==> src/rtl/rtd_fifo.sv <==
// ----------------------------------------------------------------------------
// rtd_fifo
// Small register queue with push/full and pop/empty sides.
// ----------------------------------------------------------------------------
module rtd_fifo #(
  parameter int W     = 8,
  parameter int DEPTH = 2
) (
  input  logic         clk_i,
  input  logic         rst_ni,
  input  logic         push_i,
  input  logic [W-1:0] data_i,
  output logic         full_o,
  input  logic         pop_i,
  output logic [W-1:0] data_o,
  output logic         empty_o
);

  localparam int AW = (DEPTH > 1) ? $clog2(DEPTH) : 1;
  localparam int CW = $clog2(DEPTH + 1);

  logic [W-1:0]  mem_q [DEPTH];
  logic [AW-1:0] wr_q, rd_q;
  logic [CW-1:0] cnt_q;
  logic          do_push, do_pop;

  assign full_o  = (cnt_q == CW'(DEPTH));
  assign empty_o = (cnt_q == '0);
  assign do_push = push_i && !full_o;
  assign do_pop  = pop_i && !empty_o;
  assign data_o  = mem_q[rd_q];

  always_ff @(posedge clk_i) begin
    if (do_push) begin
      mem_q[wr_q] <= data_i;
    end
  end

  always_ff @(posedge clk_i or negedge rst_ni) begin
    if (!rst_ni) begin
      wr_q  <= '0;
      rd_q  <= '0;
      cnt_q <= '0;
    end else begin
      if (do_push) begin
        wr_q <= (wr_q == AW'(DEPTH - 1)) ? '0 : wr_q + AW'(1);
      end
      if (do_pop) begin
        rd_q <= (rd_q == AW'(DEPTH - 1)) ? '0 : rd_q + AW'(1);
      end
      if (do_push && !do_pop) begin
        cnt_q <= cnt_q + CW'(1);
      end else if (do_pop && !do_push) begin
        cnt_q <= cnt_q - CW'(1);
      end
    end
  end

endmodule

==> config.mk <==
export PLATFORM = sky130hd
export DESIGN_NAME = rtd_fifo
export DESIGN_NICKNAME = d
export VERILOG_FILES = /design/src/rtl/rtd_fifo.sv
export SDC_FILE = /design/constraint.sdc
export NUM_CORES = 1
export LEC_CHECK = 0
export BUFFER_PORTS_ARGS = -buffer_cell sky130_fd_sc_hd__buf_2
export CELL_PAD_IN_SITES_DETAIL_PLACEMENT = 0
export CELL_PAD_IN_SITES_GLOBAL_PLACEMENT = 1
export CORE_UTILIZATION = 40
export CTS_CLUSTER_DIAMETER = 120
export DETAILED_ROUTE_END_ITERATION = 7
export GPL_ROUTABILITY_DRIVEN = 1
export PLACE_DENSITY = 0.72
export SLEW_MARGIN = 20
export SYNTH_ARGS = -nofsm -noshare
export SYNTH_HDL_FRONTEND = slang
export SYNTH_SLANG_ARGS = --single-unit
==> constraint.sdc <==
create_clock -name clk_i -period 3.6 [get_ports clk_i]
set_input_delay 0.54 -clock clk_i [delete_from_list [all_inputs] [get_ports clk_i]]
set_output_delay 0.54 -clock clk_i [all_outputs]
set_load 0.005 [all_outputs]
==> results_dict.tcl <==
set metrics [dict create \
    fin_worst_skew_ns 0.004920 \
    root_buffer "clkbuf_4" \
    dp_hpwl_um 805.1 \
    rsz0062_at_grt "no" \
    vias 413 \
    via_per_inst 4.441 \
    port_buffers 21 \
    synth_cells 44 \
    core_area_um2 1783 \
    crit_arrival_ns 1.39 \
    cts.clk_slew.worst_paths_ns 0.11 \
    cp-start-kind "flip-flop" \
    grt_max_degree 12 \
    cp_max_fo 9 \
    grt_first_pass_wirelength_mm 1.628 \
    pin_count 22 \
    cts_sinks 20 \
    grt_pass1_vias 394 \
    final_min_period_over_clock_period_pct 53.57 \
    netlist_area_um2 782.0 \
    relSlewSlack_pct 55.55 \
    gp_congestion 0.6203 \
    synth_seq_cells 20 \
    firstDrtPassIters 4 \
    clock_path_buffers 2 \
    ys_warn_count 0 \
    clk_latency_ns 0.29 \
    final_cell_count_no_fill 93 \
    syn_nets 57 \
    grt.total_usage_pct 11.75 \
    cts_buffers 3 \
    die-area_um2 2136 \
    initialDrtViolationCount 5 \
    fin_tns_setup_ns 0 \
    antenna_left 0 \
    hold_buffers 0 \
    p_per_area_nw_per_um2 748.7 \
    worst-slew-pin-transition_ns 0.6643 \
    avgSynthCellArea_um2 17.77 \
    cts_tree "done" \
    fmax_mhz 518.6 \
    ys_seq_area_share_pct 74.24 \
    fp.dieW_um 46.22 \
    drc 0 \
    end_kind "output port" \
    layout-drive-gt1-share_pct 42.65 \
    area_delta_synth_final_pct 21.44 \
    finalHoldViolations 0 \
    cap_violations 0 \
    num_rows 15 \
    p_leak_nw 0.3952 \
    synthDistinctLibCells 15 \
    fp.dieH_um 46.22 \
    globalRouteOverflowTotal 0 \
    min_period_ns 1.928 \
    n_antenna_cell 0 \
    cts_setup_buffers 0 \
    crit_type "flip-flop to output port" \
    peakVddDrop_mv 0.4379 \
    path_cells "mux2_2 -> buf_2" \
    antenna_found_initial 0 \
    ctsResizeCount 0 \
    initial_core_util_pct 43.86 \
    setup_viol 0 \
    drv_slew 0 \
    dp_cells 89 \
    status "completed" \
    cp_slowest_stage_delay_ns 0.60 \
    min_path_type "primary input to asynchronous set/reset pin" \
    fin_nets 82 \
    whs_ns 0.02948 \
    wire_per_inst_um 11.94 \
    required_ns 3.06 \
    critPathSlowestCell "dfrtp_1" \
    routed_wl_mm 1.110 \
    h-tree-depth 1 \
]
sequential cells by signal, indices dropped and copies added (netlist names):
name   flops
mem_q     16
wr_q       1
rd_q       1
cnt_q      2
logic make-up after synthesis:
group	synth area share (%)
xor gates and xnor gates	6.561
and+or+nand+nor	3.841
buffers and inverters	1.600
AOI/OAI and AO/OA	0.6394
adders and majority gates	1.600
DFF	74.24
muxes	11.52
metal layers:
metal / track usage (%) / wire length, um / vias to the layer above
met5: 0 / 0 / -
met1: 14.03 / 489 / 192
met2: 19.44 / 553 / 16
li1: - / - / 205
met4: 5.294 / 0 / 0
met3: 3.529 / 67 / 0
metrics by stage:
stage                     setup slack (ns)  util (%)  power, mW  area [um^2]
after global routing                 1.582     53.26     0.7551        949.7
after floorplan                      2.208         -     0.5142        782.0
final                                1.672     53.26     0.7110        949.7
after detailed placement             1.975     51.23     0.5949        913.4
after CTS                            1.644     53.26     0.7212        949.7
after global placement               1.969     51.23     0.5910        913.4
worst max-delay path: cells and delay by family (launching register included):
| family | cells | cell delay [ns] |
|---|---|---|
| buffers and inverters | 1 | 0.12 |
| flip-flops | 1 | 0.60 |
| multiplexers | 1 | 0.38 |
power breakdown:
group	internal (mW)	switching (mW)	total (mW)
Combinational	0.118	0.0947	0.213
Clock	0.0616	0.0631	0.125
Sequential	0.323	0.0504	0.374
Total	0.503	0.208	0.711
cell usage after synthesis:
cell type | instances | area share, %
xor2_1 | 2 | 2.2
inv_1 | 2 | 0.96
nand2b_1 | 1 | 0.80
and3_1 | 1 | 0.80
nor2_1 | 3 | 1.4
mux2_1 | 6 | 8.6
mux2_2 | 2 | 2.9
dfrtp_1 | 4 | 13
edfxtp_1 | 16 | 61
buf_2 | 1 | 0.64
nand2_2 | 1 | 0.80
xnor2_2 | 1 | 2.1
ha_1 | 1 | 1.6
o21ai_1 | 1 | 0.64
xnor2_1 | 2 | 2.2
layout make-up:
| type | count | area, um^2 |
|---|---|---|
| Clock buffer | 4 | 36.28 |
| Multi-Input combinational cell | 21 | 188.9 |
| Timing Repair Buffer | 21 | 105.1 |
| Tap cell | 25 | 31.28 |
| Sequential cell | 20 | 580.6 |
| Fill cell | 158 | 833.3 |
| Inverter | 2 | 7.507 |
layout by cell type (no fill, tap or decap), drive strengths merged:
cell type / netlist / routed
edfxtp: 16 / 16
o21ai: 1 / 1
mux2: 8 / 8
inv: 2 / 2
and3: 1 / 1
clkbuf: 0 / 4
ha: 1 / 1
xnor2: 3 / 3
nand2b: 1 / 1
xor2: 2 / 2
nand2: 1 / 1
dfrtp: 4 / 4
buf: 1 / 21
nor2: 3 / 3
final timing paths:
kind | from | endpoint | slack [ns] | cells past startpoint
setup / recovery | rd_q | data_o[2] | 1.67 | 2
hold / removal | rst_ni | cnt_q[1] | 0.03 | 1
setup reg to reg | cnt_q[0] | mem_q[0][3] | 1.98 | 3
hold reg to reg | wr_q | wr_q | 0.52 | 1
max in group asynchronous | rst_ni | wr_q | 3.45 | 1
min in group clk_i | data_i[2] | mem_q[0][2] | 0.43 | 1
Note: power is estimated with default switching activity, not from simulation.
