`src/rtl/rtd_pkg.sv`:
```
// ----------------------------------------------------------------------------
// rtd_pkg
// Shared types and fixed-point constants of the RTD resistance converter.
// ----------------------------------------------------------------------------
package rtd_pkg;

  // Aligned resistance, Q24 ohm, wide enough for any in-range value
  localparam int RW = 34;
  // Quotient bits produced by the divider before saturation
  localparam int QBITS = 33;

  localparam logic signed [63:0] COEF_A = 64'sd1678602068;
  localparam logic signed [63:0] COEF_B = -64'sd16255179905;
  localparam logic signed [22:0] COEF_C = -23'sd3767711;
  localparam logic signed [63:0] R100   = 64'sd100 <<< 24;
  localparam logic signed [47:0] X100   = 48'sd100 <<< 20;
  localparam logic signed [47:0] X300   = 48'sd300 <<< 20;
  localparam logic signed [35:0] X_MIN  = -(36'sd1 <<< 30);
  localparam logic signed [35:0] X_MAX  = (36'sd1 <<< 30) - 36'sd1;
  localparam logic signed [35:0] T_MIN  = -36'sd4194304;
  localparam logic signed [35:0] T_MAX  = 36'sd4194303;
  localparam logic [32:0]        STEP_LIM = 33'd1 << 32;

  // Range limits on the resistance, scaled by 100 and 1000
  localparam logic [63:0] LO_LIM = 64'd1852 << 24;
  localparam logic [63:0] HI_LIM = 64'd390481 << 24;

  localparam logic [5:0]  MAX_ITER_RST = 6'd50;
  localparam logic [11:0] TOL_RST      = 12'd4;

  // Register indexes on the configuration port
  localparam logic REG_MAX_ITER = 1'b0;
  localparam logic REG_TOL      = 1'b1;

  typedef struct packed {
    logic          oor;
    logic          quart;
    logic [RW-1:0] r;
  } job_t;

  typedef struct packed {
    logic signed [22:0] temp;
    logic               oor;
  } res_t;

  typedef enum logic [3:0] {
    BS_IDLE,
    BS_INIT,
    BS_INIT_WAIT,
    BS_MUL,
    BS_MUL_WAIT,
    BS_DIV,
    BS_DIV_WAIT,
    BS_ROUND,
    BS_EMIT
  } bstate_e;

  typedef enum logic [2:0] {
    OP_W,
    OP_I2,
    OP_I1,
    OP_F,
    OP_Z,
    OP_D2,
    OP_D
  } mop_e;

  function automatic logic signed [31:0] clamp_x(input logic signed [35:0] v);
    logic signed [35:0] c;
    c = v;
    if (v < X_MIN) c = X_MIN;
    if (v > X_MAX) c = X_MAX;
    return c[31:0];
  endfunction

endpackage

```
`src/rtl/rtd_fifo.sv`:
```
// ----------------------------------------------------------------------------
// rtd_fifo
// Small register queue with push/full and pop/empty sides.
// ----------------------------------------------------------------------------
module rtd_fifo #(
  parameter int W     = 8,
  parameter int DEPTH = 2
) (
  input  logic         clk_i,
  input  logic         rst_ni,
  input  logic         push_i,
  input  logic [W-1:0] data_i,
  output logic         full_o,
  input  logic         pop_i,
  output logic [W-1:0] data_o,
  output logic         empty_o
);

  localparam int AW = (DEPTH > 1) ? $clog2(DEPTH) : 1;
  localparam int CW = $clog2(DEPTH + 1);

  logic [W-1:0]  mem_q [DEPTH];
  logic [AW-1:0] wr_q, rd_q;
  logic [CW-1:0] cnt_q;
  logic          do_push, do_pop;

  assign full_o  = (cnt_q == CW'(DEPTH));
  assign empty_o = (cnt_q == '0);
  assign do_push = push_i && !full_o;
  assign do_pop  = pop_i && !empty_o;
  assign data_o  = mem_q[rd_q];

  always_ff @(posedge clk_i) begin
    if (do_push) begin
      mem_q[wr_q] <= data_i;
    end
  end

  always_ff @(posedge clk_i or negedge rst_ni) begin
    if (!rst_ni) begin
      wr_q  <= '0;
      rd_q  <= '0;
      cnt_q <= '0;
    end else begin
      if (do_push) begin
        wr_q <= (wr_q == AW'(DEPTH - 1)) ? '0 : wr_q + AW'(1);
      end
      if (do_pop) begin
        rd_q <= (rd_q == AW'(DEPTH - 1)) ? '0 : rd_q + AW'(1);
      end
      if (do_push && !do_pop) begin
        cnt_q <= cnt_q + CW'(1);
      end else if (do_pop && !do_push) begin
        cnt_q <= cnt_q - CW'(1);
      end
    end
  end

endmodule

```
`src/rtl/rtd_front.sv`:
```
// ----------------------------------------------------------------------------
// rtd_front
// Align the resistance, check its range, pick the curve and queue the job.
// ----------------------------------------------------------------------------
module rtd_front #(
  parameter int RES_FRAC_BITS = 16
) (
  input  logic               clk_i,
  input  logic               rst_ni,
  input  logic               push_i,
  input  logic [24:0]        resistance_i,
  output logic               full_o,
  input  logic               job_pop_i,
  output rtd_pkg::job_t      job_o,
  output logic               job_empty_o
);

  localparam int RSHIFT = 24 - RES_FRAC_BITS;

  logic [63:0]   r64;
  rtd_pkg::job_t job_in;
  logic [$bits(rtd_pkg::job_t)-1:0] job_bits;

  always_comb begin
    r64          = 64'(resistance_i) << RSHIFT;
    job_in.oor   = (r64 * 64'd100 < rtd_pkg::LO_LIM) || (r64 * 64'd1000 > rtd_pkg::HI_LIM);
    job_in.quart = (r64 < 64'(rtd_pkg::R100));
    job_in.r     = r64[rtd_pkg::RW-1:0];
  end

  rtd_fifo #(
    .W     ($bits(rtd_pkg::job_t)),
    .DEPTH (2)
  ) u_job_fifo (
    .clk_i   (clk_i),
    .rst_ni  (rst_ni),
    .push_i  (push_i),
    .data_i  (job_in),
    .full_o  (full_o),
    .pop_i   (job_pop_i),
    .data_o  (job_bits),
    .empty_o (job_empty_o)
  );

  assign job_o = rtd_pkg::job_t'(job_bits);

endmodule

```
`config.mk`:
```
export PLATFORM = sky130hd
export DESIGN_NAME = rtd_front
export DESIGN_NICKNAME = d
export VERILOG_FILES = /design/src/rtl/rtd_pkg.sv /design/src/rtl/rtd_fifo.sv /design/src/rtl/rtd_front.sv
export SDC_FILE = /design/constraint.sdc
export NUM_CORES = 1
export LEC_CHECK = 0
export ABC_AREA = 1
export BUFFER_PORTS_ARGS = -buffer_cell sky130_fd_sc_hd__buf_2
export CAP_MARGIN = 15
export CORE_MARGIN = 3
export CORE_UTILIZATION = 58
export DETAILED_ROUTE_END_ITERATION = 12
export GPL_TIMING_DRIVEN = 0
export HOLD_SLACK_MARGIN = 0.08
export PLACE_DENSITY = 0.82
export SLEW_MARGIN = 15
export SYNTH_ARGS = -nofsm -noshare
export SYNTH_HDL_FRONTEND = slang
export SYNTH_SLANG_ARGS = --single-unit
```
`constraint.sdc`:
```
create_clock -name clk_i -period 4.96 [get_ports clk_i]
set_input_delay 0.992 -clock clk_i [delete_from_list [all_inputs] [get_ports clk_i]]
set_output_delay 0.992 -clock clk_i [all_outputs]
set_load 0.05 [all_outputs]
```
==> impl_metrics.ini, run 1 <==
[timing]
slew_viol_final = 0
min_period_over_period_pct = 104
fin_crit_ns = 5.16
transition_time_of_the_tightest_slew_check_pin_ns = 0.928
timing.max_slew.rel_slack_pct = 38.1
final-setup-viol-count = 2
rsz0062_at_grt = true
final_critical_path_setup_slack_ns = -0.201
holdWs_ns = 0.439
finalHoldViolCount = 0
maxClockFrequency_ghz = 0.194
clock_skew_ns = 0.0116

[cts]
tritoncts.num_buffers = 9
clk_path_buf_depth = 2
worst_setup_hold_path_clk_slew_ns = 0.06
cts_hold_buffers = 0
clock_sink_count = 58
insertion_delay_ns = 0.35
tritoncts = built
clock-root-buffer = clkbuf_16
cts.htree.levels = 3

[synth]
synthDistinctLibCells = 39
synth_ff_type = edfxtp_1
netlist_top_cells_count = 386 x nand2_1, 334 x inv_1, 129 x ha_1, 109 x fa_1, 74 x nor2_1
post_synth_inst_count = 1319
synth_top_family_by_area = adder cells
compound_gate_portion_of_the_synthesized_area_pct = 4.73
yosys.area_share.xor_xnor_pct = 2.48
synth_top_cell_by_area = fa_1
post_synth.cell_area_avg_um2 = 7.50
synthTopCellsByArea = fa_1 22%, edfxtp_1 16%, ha_1 16%, nand2_1 15%, inv_1 13%
seq_area_frac_synth_pct = 17.4
ys_ff_latch = 58
yosys.area_share.simple_pct = 23.3
async_reset_ff_share_pct = 6.90
synth.most_common_cell = nand2_1
synth-edff-count = 54
synth-warning-count = 0
synth_top_area_share_pct = 22.1
synth_adder_area_share_pct = 38.4
syn_std_cell_area_um2 = 9890
synth.area.mux_share_pct = 0

[outcome]
status = finished, violations left
violated_checks = setup timing

[floorplanning]
core_area_um2 = 16600
die_w_um = 137
pin_count = 67
area_of_the_die_um2 = 18700
floorplan.rows = 47
die_h_um = 137
floorplan.initialDensity_pct = 59.5

[layout]
antennaDiodeCount = 0
finalInstanceArea_um2 = 12100
final_net_count = 1723
finalNonFillerCells = 1681
share_of_cells_above_drive_strength_1_pct = 20.7
ff_latch_area_um2 = 1720
syn_to_final_growth_pct = 22.5
layout_fillers = 1192
multi_input_comb_area_um2 = 7480

[routing]
vias = 9012
routed_wire_length_per_instance_um = 16.7
dr.pass1.iters = 6
routed_wirelength_um = 28200
route.detailed.vias_per_inst = 5.36
detail_route.drc_violations = 0
drtAntennaViolNets = 0
detail_route.iter0.violations = 662

[global_routing]
antenna_found_initial = 0
largest_net_degree_at_the_start_of_global_routing = 17
gr_overflow_total = 0
first_global_vias = 8445
grtUsageTotal_pct = 27.8
grt_first_pass_wirelength_um = 40200

[worst_setup_path]
crit_path_top_delay_cell = fa_1
cp_num_buf_inv = 4
worstPathRequired_ns = 5.06
cp_max_fo = 5
critical-path-top-delay-family = adder cells
crit_path_frequent_cell = nand2_1
critical_path_class = input pin to flop
critical_path.startpoint_type = input pin
cp.arrival_ns = 5.26
cells_traversed_along_the_worst_timing_path = buf_4, clkinvlp_4, fa_1, fa_1, fa_1, fa_1, inv_2, ha_4, nand2_1, nand2_1, nand2_2, nand2_2, nand2_1, nand2_1, a21oi_2, buf_4, nand3_2, nand2_2, nor2_2, nand2_1, nor2_2, nand3b_1, nand2_1, nand2_1
end_kind = flop
critical_path.max_stage_delay_ns = 0.60

[placed_design]
place.detailed.hpwl_um = 19600
pre_cts_ws_ns = -0.756
numPortBuffers = 57
post-place-cells = 1606
gp_routability_congestion = 0.936
placement.cell_area_um2 = 10600

[power]
total_power_mw = 8.66
cellLeakagePower_nw = 6.50
power.density_cell_area_nw_per_um2 = 715
ir_drop_uv = 446

[worst_hold_path]
worst_hold_path_type = input pin to asynchronous set/reset pin

[run]
cap_viol_max_count = 0
-- layer usage --
layer	GRT usage (%)	vias to the layer above	share of wire (%)
met5	0	-	0
met4	10.0	0	6.0
met3	4.96	144	6.0
met2	50.2	402	51
met1	33.1	4204	37
li1	-	4262	-
-- flip-flops by register name (all words and copies together) (netlist names) --
signal / flops
u_job_fifo.mem_q: 54
u_job_fifo.wr_q: 1
u_job_fifo.cnt_q: 2
u_job_fifo.rd_q: 1
-- timing repair --
item / 4_1_cts / 5_1_grt
setup endpoints to repair: 2 / 2
setup buffers: 30 / 29
resized for setup: 100 / 97
endpoints found under the hold margin: 0 / 0
pin swaps: 37 / 84
-- worst paths after layout --
kind | startpoint | end | slack [ns] | cells past startpoint
worst min register to register | u_job_fifo.cnt_q[0]$_DFFE_PN0P_ | u_job_fifo.cnt_q[0]$_DFFE_PN0P_ | 0.59 | 1
worst min-delay path | rst_ni | u_job_fifo.cnt_q[0]$_DFFE_PN0P_ | 0.44 | 1
worst max-delay path | resistance_i[9] | u_job_fifo.mem_q[1][26]$_DFFE_PP_ | -0.20 | 24
worst max register to register | u_job_fifo.cnt_q[0]$_DFFE_PN0P_ | u_job_fifo.cnt_q[1]$_DFFE_PN0P_ | 2.90 | 6
min in group clk_i | u_job_fifo.cnt_q[0]$_DFFE_PN0P_ | u_job_fifo.cnt_q[0]$_DFFE_PN0P_ | 0.59 | 1
max in group asynchronous | rst_ni | u_job_fifo.cnt_q[1]$_DFFE_PN0P_ | 4.39 | 1
-- through the flow --
| stage | TNS, ns | utilization [%] |
|---|---|---|
| 3_3_place_gp | -1.43 | 63.5 |
| 2_1_floorplan | 0 | - |
| 4_1_cts | 0 | 69.5 |
| 6_report | -0.400 | 72.8 |
| 5_1_grt | -0.831 | 72.8 |
| 3_5_place_dp | -1.51 | 63.9 |
-- cells by family (layout without fill, tap and decap cells) --
kind of cell               after synthesis  count (layout)
buffers and inverters                  352             486
DFF                                     58              58
AOI/OAI and AO/OA                       84              84
adders and majority gates              238             238
other                                    1               9
xor gates and xnor gates                28              28
and+or+nand+nor                        558             558
-- placed cells by master, fill, tap and decap left out, drive strengths merged, types with 4 or more instances in the layout --
cell type and instances:
nand2 393, inv 322, ha 129, buf 128, fa 109, nor2 79
edfxtp 54, nand3 54, a21oi 46, o21ai 19, clkinvlp 16, xor2 15
clkbuf 15, nand4 13, xnor2 13, conb 9, nor3 8, a21o 7
and2 5, nand3b 4, a31oi 4, dfrtp 4
-- layout make-up --
type	instances	area share [%]
Buffer	14	0.713
Timing Repair Buffer	118	7.45
Clock buffer	11	2.00
Tap cell	220	2.27
Inverter	338	11.0
Sequential cell	58	14.2
Multi-Input combinational cell	917	61.8
Clock inverter	5	0.640
-- report_power, final --
group / total (mW) / switching (mW) / internal, mW
sequential: 0.718 / 0.0387 / 0.679
combinational: 7.25 / 4.59 / 2.66
clock: 0.695 / 0.243 / 0.451
total: 8.66 / 4.87 / 3.79
Note: power is estimated with default switching activity, not from simulation.
==> inputs of run 2 (changes only) <==
==> constraint.sdc (replaced) <==
create_clock -name clk_i -period 5 [get_ports clk_i]
set_input_delay 1 -clock clk_i [delete_from_list [all_inputs] [get_ports clk_i]]
set_output_delay 1 -clock clk_i [all_outputs]
set_load 0.05 [all_outputs]
==> run 2 against run 1 <==
Effect of this change:
- the flow still finishes with violations (setup timing)
- sequential power shrank 1%
- global-route usage grew 1.1 points
- worst setup slack gained 0.0090 ns
- die area is the same
- first-iteration DRC count grew 7.7%
- wire length shrank 5.0%
- clock-buffer cell count shrank 2
- final cell count shrank 1.1%
- sequential share of layout area grew 0.30 points
- worst hold slack gained 0.023 ns
- final area shrank 2.1%
- flip-flop and latch count is the same
- critical endpoint is now u_job_fifo.mem_q[0][26]$_DFFE_PP_
==> impl_metrics.ini, run 2 (synthesized netlist as in run 1, its figures left out) <==
[routing]
routed_wirelength_um = 26800
detail_route.drc_violations = 0
route.detailed.vias_per_inst = 5.37
drtAntennaViolNets = 0
routed_wire_length_per_instance_um = 16.1
vias = 8937
detail_route.iter0.violations = 713
dr.pass1.iters = 6

[global_routing]
first_global_vias = 8796
grt_first_pass_wirelength_um = 41800
antenna_found_initial = 0
largest_net_degree_at_the_start_of_global_routing = 17
grtUsageTotal_pct = 28.9
gr_overflow_total = 0

[placed_design]
pre_cts_ws_ns = -0.852
post-place-cells = 1606
numPortBuffers = 57
place.detailed.hpwl_um = 19300
gp_routability_congestion = 0.926

[cts]
worst_setup_hold_path_clk_slew_ns = 0.06
tritoncts.num_buffers = 9
insertion_delay_ns = 0.34
clock-root-buffer = clkbuf_16
clock_sink_count = 58
cts.htree.levels = 3
clk_path_buf_depth = 2
tritoncts = built
cts_hold_buffers = 0

[outcome]
violated_checks = setup timing
status = finished, violations left

[worst_setup_path]
critical_path.max_stage_delay_ns = 0.57
worstPathRequired_ns = 5.09
critical-path-top-delay-family = adder cells
cp.arrival_ns = 5.29
crit_path_frequent_cell = nand2_2
worstSetupStartpoint = resistance_i[18]
crit_path_top_delay_cell = fa_1
cp_num_buf_inv = 8
critical_path.startpoint_type = input pin
rr_startpoint = u_job_fifo.cnt_q[0]$_DFFE_PN0P_
cp_max_fo = 4
critical_path_class = input pin to flop
end_kind = flop

[timing]
finalHoldViolCount = 0
clock_skew_ns = 0.00763
holdWs_ns = 0.462
fin_crit_ns = 5.19
final_critical_path_setup_slack_ns = -0.192
maxClockFrequency_ghz = 0.193
rsz0062_at_grt = true
timing.max_slew.rel_slack_pct = 33.8
min_period_over_period_pct = 104
slew_viol_final = 0
final-setup-viol-count = 2
transition_time_of_the_tightest_slew_check_pin_ns = 0.994
finalSetupTns_ns = -0.385

[layout]
share_of_cells_above_drive_strength_1_pct = 18.8
highest_count_cells_in_the_layout_ignoring_fill_and_taps = 347 x nand2_1, 306 x inv_1, 110 x ha_1
largest_register_ff_count = 54
final_util_pct = 71.3
biggestRegsByFlops = u_job_fifo.mem_q (54), u_job_fifo.cnt_q (2)
top_register = u_job_fifo.mem_q
mostFrequentLayoutCell = nand2_1
final_net_count = 1705
finalNonFillerCells = 1663
syn_to_final_growth_pct = 19.9
antennaDiodeCount = 0

[floorplanning]
pin_count = 67
die_h_um = 137
core_area_um2 = 16600
floorplan.rows = 47
area_of_the_die_um2 = 18700
floorplan.initialDensity_pct = 59.5
die_w_um = 137

[power]
cellLeakagePower_nw = 6.34
ir_drop_uv = 411
power.density_cell_area_nw_per_um2 = 692

[run]
cap_viol_max_count = 0

[worst_hold_path]
worst_hold_path_type = input pin to asynchronous set/reset pin
[run 2: power breakdown]
group          internal (mW)  leakage, nW  switching [mW]  total (mW)
Clock                  0.384        0.142           0.238       0.622
Sequential             0.673        0.548          0.0373       0.710
Combinational           2.49         5.65            4.39        6.87
[run 2: layout make-up]
cell class / count / area [µm²]
Timing Repair Buffer: 100 / 736
Multi-Input combinational cell: 917 / 7420
Sequential cell: 58 / 1720
Tap cell: 220 / 275
Fill cell: 1199 / 4780
Inverter: 338 / 1330
Buffer: 14 / 86.3
Clock buffer: 9 / 225
Clock inverter: 7 / 68.8
[run 2: per-layer routing]
| layer | global-route usage (%) | vias to the layer above | wire length (µm) |
|---|---|---|---|
| li1 | - | 4227 | - |
| met1 | 33.6 | 4166 | 10100 |
| met2 | 53.2 | 441 | 13700 |
| met3 | 4.71 | 103 | 1910 |
| met4 | 11.0 | 0 | 1140 |
| met5 | 0 | - | 0 |
[run 2: worst paths after layout]
check	to	slack (ns)	cells past startpoint
hold / removal	u_job_fifo.rd_q$_DFFE_PN0P_	0.46	1
min in group clk_i	u_job_fifo.cnt_q[0]$_DFFE_PN0P_	0.57	1
hold reg to reg	u_job_fifo.cnt_q[0]$_DFFE_PN0P_	0.57	1
setup reg to reg	u_job_fifo.cnt_q[1]$_DFFE_PN0P_	2.96	6
setup / recovery	u_job_fifo.mem_q[0][26]$_DFFE_PP_	-0.19	27
max in group asynchronous	u_job_fifo.cnt_q[1]$_DFFE_PN0P_	4.42	1
[run 2: per-stage QoR]
step / cell area, µm² / total power, mW
after floorplan: 9970 / 5.01
after global placement: 10500 / 6.06
after detailed placement: 10600 / 6.22
after CTS: 11600 / 7.60
after global routing: 11900 / 8.94
final: 11900 / 8.20
[run 2: repair_timing]
action	in CTS	in global routing
resized for setup	123	48
setup endpoints to repair	2	2
pin swaps	54	38
buffers inserted	33	8
